**src/rtl/dpad_last_pressed_resolver_macros.svh**
```systemverilog
// Assertion macros for the direction-pad resolver
`ifndef DPAD_LAST_PRESSED_RESOLVER_MACROS_SVH
`define DPAD_LAST_PRESSED_RESOLVER_MACROS_SVH
`ifndef SYNTHESIS
// same-cycle implication, disabled in reset
`define DPLR_ASSERT_NOW(lbl, ante, cons) \
  lbl: assert property (@(posedge clk) disable iff (!rst_n) (ante) |-> (cons)) \
    else $error("dplr assertion failed");
// next-cycle implication, disabled in reset
`define DPLR_ASSERT_NEXT(lbl, ante, cons) \
  lbl: assert property (@(posedge clk) disable iff (!rst_n) (ante) |=> (cons)) \
    else $error("dplr assertion failed");
`else
`define DPLR_ASSERT_NOW(lbl, ante, cons)
`define DPLR_ASSERT_NEXT(lbl, ante, cons)
`endif
`endif

```
**src/rtl/dplr_pkg.sv**
```systemverilog
// Shared constants, types and direction map for the direction-pad resolver
`timescale 1ns / 1ps
package dplr_pkg;

  localparam int MAX_HELD = 8;
  localparam int CNT_W    = $clog2(MAX_HELD + 1);
  localparam int CODE_W   = 8;
  localparam int DIR_W    = 4;

  localparam logic [DIR_W-1:0] DIR_NEUTRAL    = 4'd0;
  localparam logic [DIR_W-1:0] DIR_UP         = 4'd1;
  localparam logic [DIR_W-1:0] DIR_UP_RIGHT   = 4'd2;
  localparam logic [DIR_W-1:0] DIR_RIGHT      = 4'd3;
  localparam logic [DIR_W-1:0] DIR_DOWN_RIGHT = 4'd4;
  localparam logic [DIR_W-1:0] DIR_DOWN       = 4'd5;
  localparam logic [DIR_W-1:0] DIR_DOWN_LEFT  = 4'd6;
  localparam logic [DIR_W-1:0] DIR_LEFT       = 4'd7;
  localparam logic [DIR_W-1:0] DIR_UP_LEFT    = 4'd8;

  localparam logic CMD_PRESS   = 1'b0;
  localparam logic CMD_RELEASE = 1'b1;

  // event broadcast to every cell
  typedef struct packed {
    logic              valid;
    logic              release_ev;
    logic [CODE_W-1:0] code;
  } dplr_ev_t;

  // per-slot position flags derived from the fill count
  typedef struct packed {
    logic live;     // slot holds a held button
    logic tail;     // slot is the append position
    logic top2;     // slot is one of the two newest entries
  } dplr_slot_t;

  function automatic logic [DIR_W-1:0] dir_of(input logic [CODE_W-1:0] v);
    logic [DIR_W-1:0] d;
    unique case (v)
      8'h01:   d = DIR_UP;
      8'h02:   d = DIR_RIGHT;
      8'h03:   d = DIR_UP_RIGHT;
      8'h04:   d = DIR_DOWN;
      8'h06:   d = DIR_DOWN_RIGHT;
      8'h08:   d = DIR_LEFT;
      8'h09:   d = DIR_UP_LEFT;
      8'h0C:   d = DIR_DOWN_LEFT;
      default: d = DIR_NEUTRAL;   // opposing or unknown combination
    endcase
    return d;
  endfunction

endpackage

```
**src/rtl/dplr_cell.sv**
```systemverilog
// One slot of the held-button list: stores a code, matches, shifts and appends
`timescale 1ns / 1ps
module dplr_cell
  import dplr_pkg::*;
(
  input  logic              clk,
  input  dplr_ev_t          ev,
  input  dplr_slot_t        slot,
  input  logic              found,     // code matched somewhere in the list
  input  logic              seen_in,   // match in a lower slot
  input  logic [CODE_W-1:0] nbr_code,  // code of the next-newer slot
  output logic              seen_out,
  output logic [CODE_W-1:0] code_o,
  output logic [CODE_W-1:0] or_o
);

  logic [CODE_W-1:0] code_r;
  logic [CODE_W-1:0] code_nxt;
  logic              hit;

  assign hit      = slot.live && (code_r == ev.code);
  assign seen_out = seen_in || hit;

  always_comb begin
    code_nxt = code_r;
    if (ev.valid) begin
      // release: this slot and everything above the match takes its neighbour
      if (ev.release_ev && seen_out) begin
        code_nxt = nbr_code;
      end else if (!ev.release_ev && slot.tail && !found) begin
        code_nxt = ev.code;
      end
    end
  end

  always_ff @(posedge clk) begin
    code_r <= code_nxt;
  end

  assign code_o = code_r;
  assign or_o   = slot.top2 ? code_r : '0;

endmodule

```
**src/rtl/dpad_last_pressed_resolver.sv**
```systemverilog
// Top level of the direction-pad resolver: cell row, fill count and result stage
//
// Usage:
//   Input: drive in_cmd (0 press, 1 release) and in_button with start high;
//   the beat is taken at a rising edge where start is high and busy is low.
//   busy is always low: the cell row updates every slot at once, so a
//   new event may be given every clock.
//   Output: out_valid is high for exactly one cycle per event, with
//   out_direction holding the hat direction after that event. There is no
//   back-pressure on the output; the receiver must take every beat.
//   Result path: the cells and pend_r take the event at the accepting edge;
//   the next edge registers the OR of the two newest codes mapped to a
//   direction into out_direction_r and copies pend_r into out_valid_r.
//   Throughput: one event per cycle, as the cell row never holds off an event.
//   Reset (rst_n low, synchronous) empties the list and drops any result
//   in flight; stored codes are left as they are and never read while empty.
`timescale 1ns / 1ps
`include "dpad_last_pressed_resolver_macros.svh"
module dpad_last_pressed_resolver
  import dplr_pkg::*;
(
  input  logic              clk,
  input  logic              rst_n,
  input  logic              start,
  output logic              busy,
  input  logic              in_cmd,
  input  logic [CODE_W-1:0] in_button,
  output logic              out_valid,
  output logic [DIR_W-1:0]  out_direction
);

  logic                acc;
  dplr_ev_t            ev;
  logic [CNT_W-1:0]    count_r;
  logic [CNT_W-1:0]    count_nxt;
  logic                pend_r;
  logic                out_valid_r;
  logic [DIR_W-1:0]    out_direction_r;
  logic [MAX_HELD:0]   seen;
  logic [CODE_W-1:0]   codes [MAX_HELD];
  logic [CODE_W-1:0]   ors   [MAX_HELD];
  logic [MAX_HELD-1:0] hits;
  logic [CODE_W-1:0]   or_all;
  logic                found;

  assign busy = 1'b0;
  assign acc  = start && !busy;

  assign ev.valid      = acc;
  assign ev.release_ev = (in_cmd == CMD_RELEASE);
  assign ev.code       = in_button;

  assign seen[0] = 1'b0;
  assign found   = seen[MAX_HELD];

  for (genvar i = 0; i < MAX_HELD; i++) begin : g_cell
    dplr_slot_t        slot;
    logic [CODE_W-1:0] nbr;

    assign slot.live = CNT_W'(i) < count_r;
    assign slot.tail = CNT_W'(i) == count_r;
    assign slot.top2 = slot.live &&
                       (({1'b0, count_r} == (CNT_W+1)'(i + 1)) ||
                        ({1'b0, count_r} == (CNT_W+1)'(i + 2)));

    if (i == MAX_HELD - 1) begin : g_end
      assign nbr = '0;
    end else begin : g_mid
      assign nbr = codes[i+1];
    end

    dplr_cell u_cell (
      .clk      (clk),
      .ev       (ev),
      .slot     (slot),
      .found    (found),
      .seen_in  (seen[i]),
      .nbr_code (nbr),
      .seen_out (seen[i+1]),
      .code_o   (codes[i]),
      .or_o     (ors[i])
    );

    assign hits[i] = seen[i+1] && !seen[i];
  end

  always_comb begin
    or_all = '0;
    for (int k = 0; k < MAX_HELD; k++) begin
      or_all = or_all | ors[k];
    end
  end

  always_comb begin
    count_nxt = count_r;
    if (acc) begin
      if (ev.release_ev && found) begin
        count_nxt = count_r - CNT_W'(1);
      end else if (!ev.release_ev && !found && (count_r < CNT_W'(MAX_HELD))) begin
        count_nxt = count_r + CNT_W'(1);
      end
    end
  end

  always_ff @(posedge clk) begin
    if (!rst_n) begin
      count_r     <= '0;
      pend_r      <= 1'b0;
      out_valid_r <= 1'b0;
    end else begin
      count_r     <= count_nxt;
      pend_r      <= acc;
      out_valid_r <= pend_r;
    end
  end

  // list state settles at the accepting edge; its direction is registered here
  always_ff @(posedge clk) begin
    out_direction_r <= dir_of(or_all);
  end

  assign out_valid     = out_valid_r;
  assign out_direction = out_direction_r;

  `DPLR_ASSERT_NOW(a_count_bound, 1'b1, count_r <= CNT_W'(MAX_HELD))
  `DPLR_ASSERT_NOW(a_no_dup, 1'b1, $onehot0(hits))
  `DPLR_ASSERT_NEXT(a_dup_press, acc && !ev.release_ev && found, count_r == $past(count_r))
  `DPLR_ASSERT_NEXT(a_release, acc && ev.release_ev && found,
                    count_r == $past(count_r) - CNT_W'(1))
  `DPLR_ASSERT_NEXT(a_empty_neutral, pend_r && (count_r == '0),
                    out_direction_r == DIR_NEUTRAL)

endmodule

```
**config.mk**
```make
export PLATFORM = sky130hd
export DESIGN_NAME = dpad_last_pressed_resolver
export DESIGN_NICKNAME = d
export VERILOG_FILES = /design/src/rtl/dplr_pkg.sv /design/src/rtl/dplr_cell.sv /design/src/rtl/dpad_last_pressed_resolver.sv
export VERILOG_INCLUDE_DIRS = /design/src /design/src/rtl
export SDC_FILE = /design/constraint.sdc
export NUM_CORES = 1
export LEC_CHECK = 0
export BUFFER_PORTS_ARGS = -buffer_cell sky130_fd_sc_hd__buf_2
export CAP_MARGIN = 20
export CORE_MARGIN = 4
export CORE_UTILIZATION = 45
export CTS_BUF_LIST = sky130_fd_sc_hd__clkbuf_4
export DETAILED_ROUTE_END_ITERATION = 8
export PLACE_DENSITY_LB_ADDON = 0.12
export SLEW_MARGIN = 10
export SYNTH_ARGS = -nofsm -noshare
export SYNTH_HDL_FRONTEND = slang
export SYNTH_SLANG_ARGS = --single-unit
```
**constraint.sdc**
```tcl
create_clock -name clk -period 4.11 [get_ports clk]
set_input_delay 0.411 -clock clk [delete_from_list [all_inputs] [get_ports clk]]
set_output_delay 0.411 -clock clk [all_outputs]
set_load 0.02 [all_outputs]
```
=== Yosys cells after proc, flatten, opt, wreduce, memory -nomap -nowiden ===
Memories as Yosys holds them, arrays and structs flattened. A register that Yosys moved wholly into a read port is not among the register bits.
Index checks and enable logic that the tools add are counted.

* $add $sub $neg: 2
* Order comparisons: 9
* Eq/ne operators: 24
* Multiplexer cells: 25
* Bitwise gates (word level): 7
* Reductions and logical operators: 80

{| class="wikitable"
|+ Operators with widths
! operator !! number
|-
| $mux 8 || 23
|-
| $eq 8x8->1 || 8
|-
| $or 8x8->8 || 7
|-
| $logic_and 1x1->1 || 42
|-
| $reduce_and 2->1 || 9
|-
| $reduce_bool 2->1 || 9
|-
| $eq 3x4->1 const A || 4
|-
| $eq 4x3->1 const B || 4
|-
| $lt 3x4->1 const A || 4
|-
| $logic_or 1x1->1 || 15
|-
| $eq 2x4->1 const A || 2
|-
| $eq 4x2->1 const B || 2
|-
| $eq 4x4->1 const B || 2
|-
| $logic_not 4->1 || 2
|-
| $lt 1x4->1 const A || 2
|-
| $lt 2x4->1 const A || 2
|-
| $mux 4 || 2
|-
| $add 4x1->4 const B || 1
|-
| $eq 1x4->1 const A || 1
|-
| $eq 4x1->1 const B || 1
|-
| $lt 4x4->1 const B || 1
|-
| $sub 4x1->4 const B || 1
|-
| $logic_not 1->1 || 3
|}

* Register bits after elaboration: 70
* Bits in read-only memories: 64
* Input bits: 12
* Output and inout port bits: 6
* Logic and storage cells: 159
* Memories: 1

{| class="wikitable"
|+ Memory list
! name !! depth !! width !! read ports !! clocked after Yosys merged registers in !! write ports !! line !! source
|-
| (name not given) || 16 || 4 || 1 || 1 || 0 || dplr_pkg.sv:39 || <nowiki>unique case (v)</nowiki>
|}

=== Longest topological paths before layout ===
* Depth in word-level cells: 14
* Depth in mapped cells: 13
* Mapped depth without buffers: 11

=== Modules after synthesis ===
Synthesis repeated with hierarchy kept, for this count alone.

* Cells, all modules: 809
* Area total of the unflattened synthesis: 6,769.0 µm²

{| class="wikitable"
|+ Modules (own cells, without submodules)
! module !! times used !! cells an instance !! area each (µm²) !! seq. area each (µm²)
|-
| dplr_cell || 8 || 87 || 743.2 || 240.2
|-
| dpad_last_pressed_resolver || 1 || 113 || 823.3 || 200.2
|}

=== Worst setup path after synthesis ===
OpenSTA, ideal clock, no wires.

* Path type: register -> register
* Start: register count_r[1]
* End: register g_cell[7].u_cell.code_r[0], enable pin
* Setup time: 385 ps
* Arrival: 2,975 ps
* Data required time: 3,725 ps
* Slack: 750 ps
* Stages on the path, launching flop included: 12
* Path buffers: 2
* Clock period less this slack: 3,360 ps
* Path through: dfxtp_1 -> clkbuf_1 -> inv_1 -> ha_1 -> clkbuf_1 -> nor2b_1 -> o211ai_1 -> nor4_1 -> nor4_1 -> nand2_1 -> nand2_1 -> a21boi_0

* Longest elaborated chain between the ends: 13

{| class="wikitable"
|+ RTL lines
! element !! line !! source
|-
| from (decl) || dpad_last_pressed_resolver.sv:34 || <nowiki>logic [CNT_W-1:0] count_r;</nowiki>
|-
| from (signal assigned) || dpad_last_pressed_resolver.sv:111 || <nowiki>count_r <= count_nxt;</nowiki>
|-
| $lt 1x4->1 || dpad_last_pressed_resolver.sv:60 || <nowiki>assign slot.live = CNT_W'(i) < count_r;</nowiki>
|-
| $logic_and 1x1->1 || dplr_cell.sv:21 || <nowiki>assign hit = slot.live && (code_r == ev.code);</nowiki>
|-
| $logic_or 1x1->1 (7 in a row) || dplr_cell.sv:22 || <nowiki>assign seen_out = seen_in || hit;</nowiki>
|-
| $logic_not 1->1 || dplr_cell.sv:30 || <nowiki>end else if (!ev.release_ev && slot.tail && !found) begin</nowiki>
|-
| $logic_and 1x1->1 || dplr_cell.sv:30 ||
|-
| $reduce_bool 2->1 (no source line) * || - ||
|-
| $reduce_and 2->1 (no source line) * || - ||
|-
| to (signal assigned) || dplr_cell.sv:37 || <nowiki>code_r <= code_nxt;</nowiki>
|-
| to (decl) || dplr_cell.sv:17 || <nowiki>logic [CODE_W-1:0] code_r;</nowiki>
|}

Every way passes the cells marked *; elsewhere a longest branch is shown, timed or not.
A chain may end at the register's enable or synchronous reset.

=== Final worst setup path ===
* Start: register count_r[1]
* End: register g_cell[7].u_cell.code_r[4], enable pin

The elaborated chain is that of the path after synthesis.

==> qor.yml <==
status: "finished clean"
slew-limit-headroom_pct: 40.5
first_pass_iters: 5
finalSetupTns_ns: 0
setup_viol: 0
synth_mux_area_share_pct: 14.8
die_area_sq_um: 12100
root_buffer: "clkbuf_4"
tightest_slew_ns: 0.885
critPathCaptureType: "register"
synth_commonest_cells: "edfxtp_1, mux2_2, xnor2_1, xor2_1, nand2_1"
cp.arrival_ns: 3.75
internal-power_mw: 1.09
critPathRequiredTime_ns: 4.25
h-tree-depth: 3
skew_ns: 0.0194
synth_edf_count: 64
setup_slack_ns: 0.508
yosysMostFrequentCell: "edfxtp_1"
final_antenna_net_count: 0
holdBufCountCts: 0
crit_buf_inv: 2
die_y_um: 110
antenna_found_initial: 0
grt_pass1_vias: 3151
vias: 3199
routed_wl_um: 12400
synth_compound_area_share_pct: 8.72
hold_ws_ns: 0.274
grt_usage_pct: 22.0
ys_async_sr_fraction_pct: 0
grt_pass1_wl_um: 19400
synth_warnings: 0
max_freq_mhz: 278
synth_top_area_share_pct: 41.2
drc: 0
path_max_fanout: 13
design_area_sq_um: 4950
p_leak_nw: 1.66
p_per_area_nw_per_um2: 295
netlist_instances: 395
yosys.cell_types.count: 52
numPlacedInstances: 524
core_area_sq_um: 9910
crit_path_top_delay_cell: "nor4_1"
period_needed_ns: 3.60
p_clk_share_pct: 31.3
io_buffers: 16
rsz0062_at_grt: "false"
p_seq_share_pct: 57.4
clk_latency_ns: 0.43
combPwrFrac_pct: 11.3
ios: 18
post_drt_wl_per_cell_um: 23.0
switching_share_pct: 25.6
drive_above_1_share_pct: 26.0
ys_top_cells_by_area: "edfxtp_1, mux2_2, xnor2_1, xor2_1, dfxtp_1"
synth_top_family_by_area: "multiplexers"
syn-cell-area_sq_um: 4660
vdd_ir_drop_max_uv: 181
floorplan.die.width_um: 110
fin_nets: 422
crit_family: "simple AND/OR/NAND/NOR gates"
numClockSinks: 74
viasPerCell: 5.92
synth_xor_area_share_pct: 12.0
synth_area_per_cell_sq_um: 11.8
hp-class: "input pin to register"
ys.flop_type: "edfxtp_1"
yosysSeqAreaShare_pct: 45.5
num_antenna_cells: 0
synth-simple-area-share_pct: 13.0
finalHoldViolations: 0
crit_path_cell_trace: "inv_1 > ha_1 > nor2b_1 > o211ai_1 > nor4_1 > nor4_1 > nand2_1 > nand2_1 > a21boi_0 > buf_4"
finalCritPeriodShare_pct: 87.6
power_mw: 1.46
globalplace.congestion: 0.927
drt_iter0_drc: 356
core.rowCount: 36
cpPeakStageDelay_ns: 0.75
dp_hpwl_um: 8860
initial_core_util_pct: 47.0
grt_max_degree: 19
clockBufferDepth: 2
overflow: 0
place_worst_setup_slack_ns: 0.558
cts_tree: "yes"
startpoint_type: "register"
postCtsSetupBuffers: 0
synth_seq_cells: 74
synthAdderAreaFrac_pct: 2.15
syn_nets: 415
final_util_pct: 49.9
synth_largest_area_cell: "edfxtp_1"
critPathKind: "register to register"
place_area_sq_um: 4820
path_clk_slew_ns: 0.12
p_sw_mw: 0.374
drv_slew: 0
cap_violations: 0
layout.cells.non_filler: 540
ctsResizeCount: 0
syn_to_final_growth_pct: 6.17
cts_buffers: 9
[cell usage in the layout, fill, tap and decap left out, drive strengths merged, types with 2 or more instances in the layout]
| master | instances |
|---|---|
| a21boi | 8 |
| a21oi | 8 |
| a222oi | 5 |
| a22oi | 11 |
| and2 | 10 |
| and4 | 2 |
| buf | 24 |
| clkbuf | 10 |
| clkinv | 4 |
| dfxtp | 10 |
| edfxtp | 64 |
| ha | 8 |
| inv | 7 |
| mux2 | 57 |
| mux2i | 5 |
| nand2 | 18 |
| nand3 | 14 |
| nand3b | 2 |
| nand4 | 10 |
| nor2 | 6 |
| nor2b | 3 |
| nor3 | 8 |
| nor4 | 11 |
| o211a | 2 |
| o211ai | 2 |
| o21a | 3 |
| o21ai | 5 |
| or2 | 2 |
| or3 | 3 |
| or4 | 8 |
| xnor2 | 40 |
| xor2 | 24 |
[state kept, by name, indices dropped and copies added (netlist names)]
register / count
count_r: 4
out_valid: 1
out_direction: 4
pend_r: 1
g_cell.u_cell.code_o: 64
[worst reg2reg max path, cell delays in order, from the launching register on]
cell	delay [ns]
dfxtp_1	0.62
inv_1	0.16
ha_1	0.33
nor2b_1	0.21
o211ai_1	0.10
nor4_1	0.75
nor4_1	0.10
nand2_1	0.34
nand2_1	0.27
a21boi_0	0.24
buf_4	0.20
[power by group through the flow]
stage / registers, mW / logic [mW] / clock network, mW
global placement: 0.857 / 0.162 / 0
finish: 0.840 / 0.165 / 0.457
global route: 0.841 / 0.182 / 0.495
CTS: 0.840 / 0.165 / 0.465
detailed placement: 0.857 / 0.164 / 0
floorplan: 0.855 / 0.129 / 0
[kinds of logic after synthesis]
group / count (synthesis)
simple gates: 101
buf+inv: 34
mux: 62
xor+xnor: 64
flops: 74
compound gates: 51
other cells: 1
fa+ha+maj: 8
[final timing paths]
kind	from	to	slack [ns]	depth (start not counted)
min reg2reg	pend_r$_SDFF_PN0_	out_valid$_SDFF_PN0_	0.45	1
max	count_r[1]$_SDFFE_PN0P_	g_cell[7].u_cell.code_o[4]$_SDFFCE_PP0P_	0.51	10
max reg2reg	count_r[1]$_SDFFE_PN0P_	g_cell[7].u_cell.code_o[4]$_SDFFCE_PP0P_	0.51	10
min	rst_n	count_r[3]$_SDFFE_PN0P_	0.27	2
[layer usage]
metal  global-route usage [%]  up-vias  share of wire (%)
met1                     32.8     1595                 47
met3                     3.93       15                5.7
li1                         -     1487                  -
met2                     33.6      102                 46
met5                        0        -                  0
met4                     4.45        0                1.4
[final cells by class]
cell class                      instances  area, sq um
Timing Repair Buffer                   24          140
Multi-Input combinational cell        287         2370
Clock buffer                           10         75.1
Fill cell                             925         4960
Tap cell                              133          166
Sequential cell                        74         2120
Clock inverter                          6         56.3
Inverter                                6         22.5
Note: power is estimated with default switching activity, not from simulation.
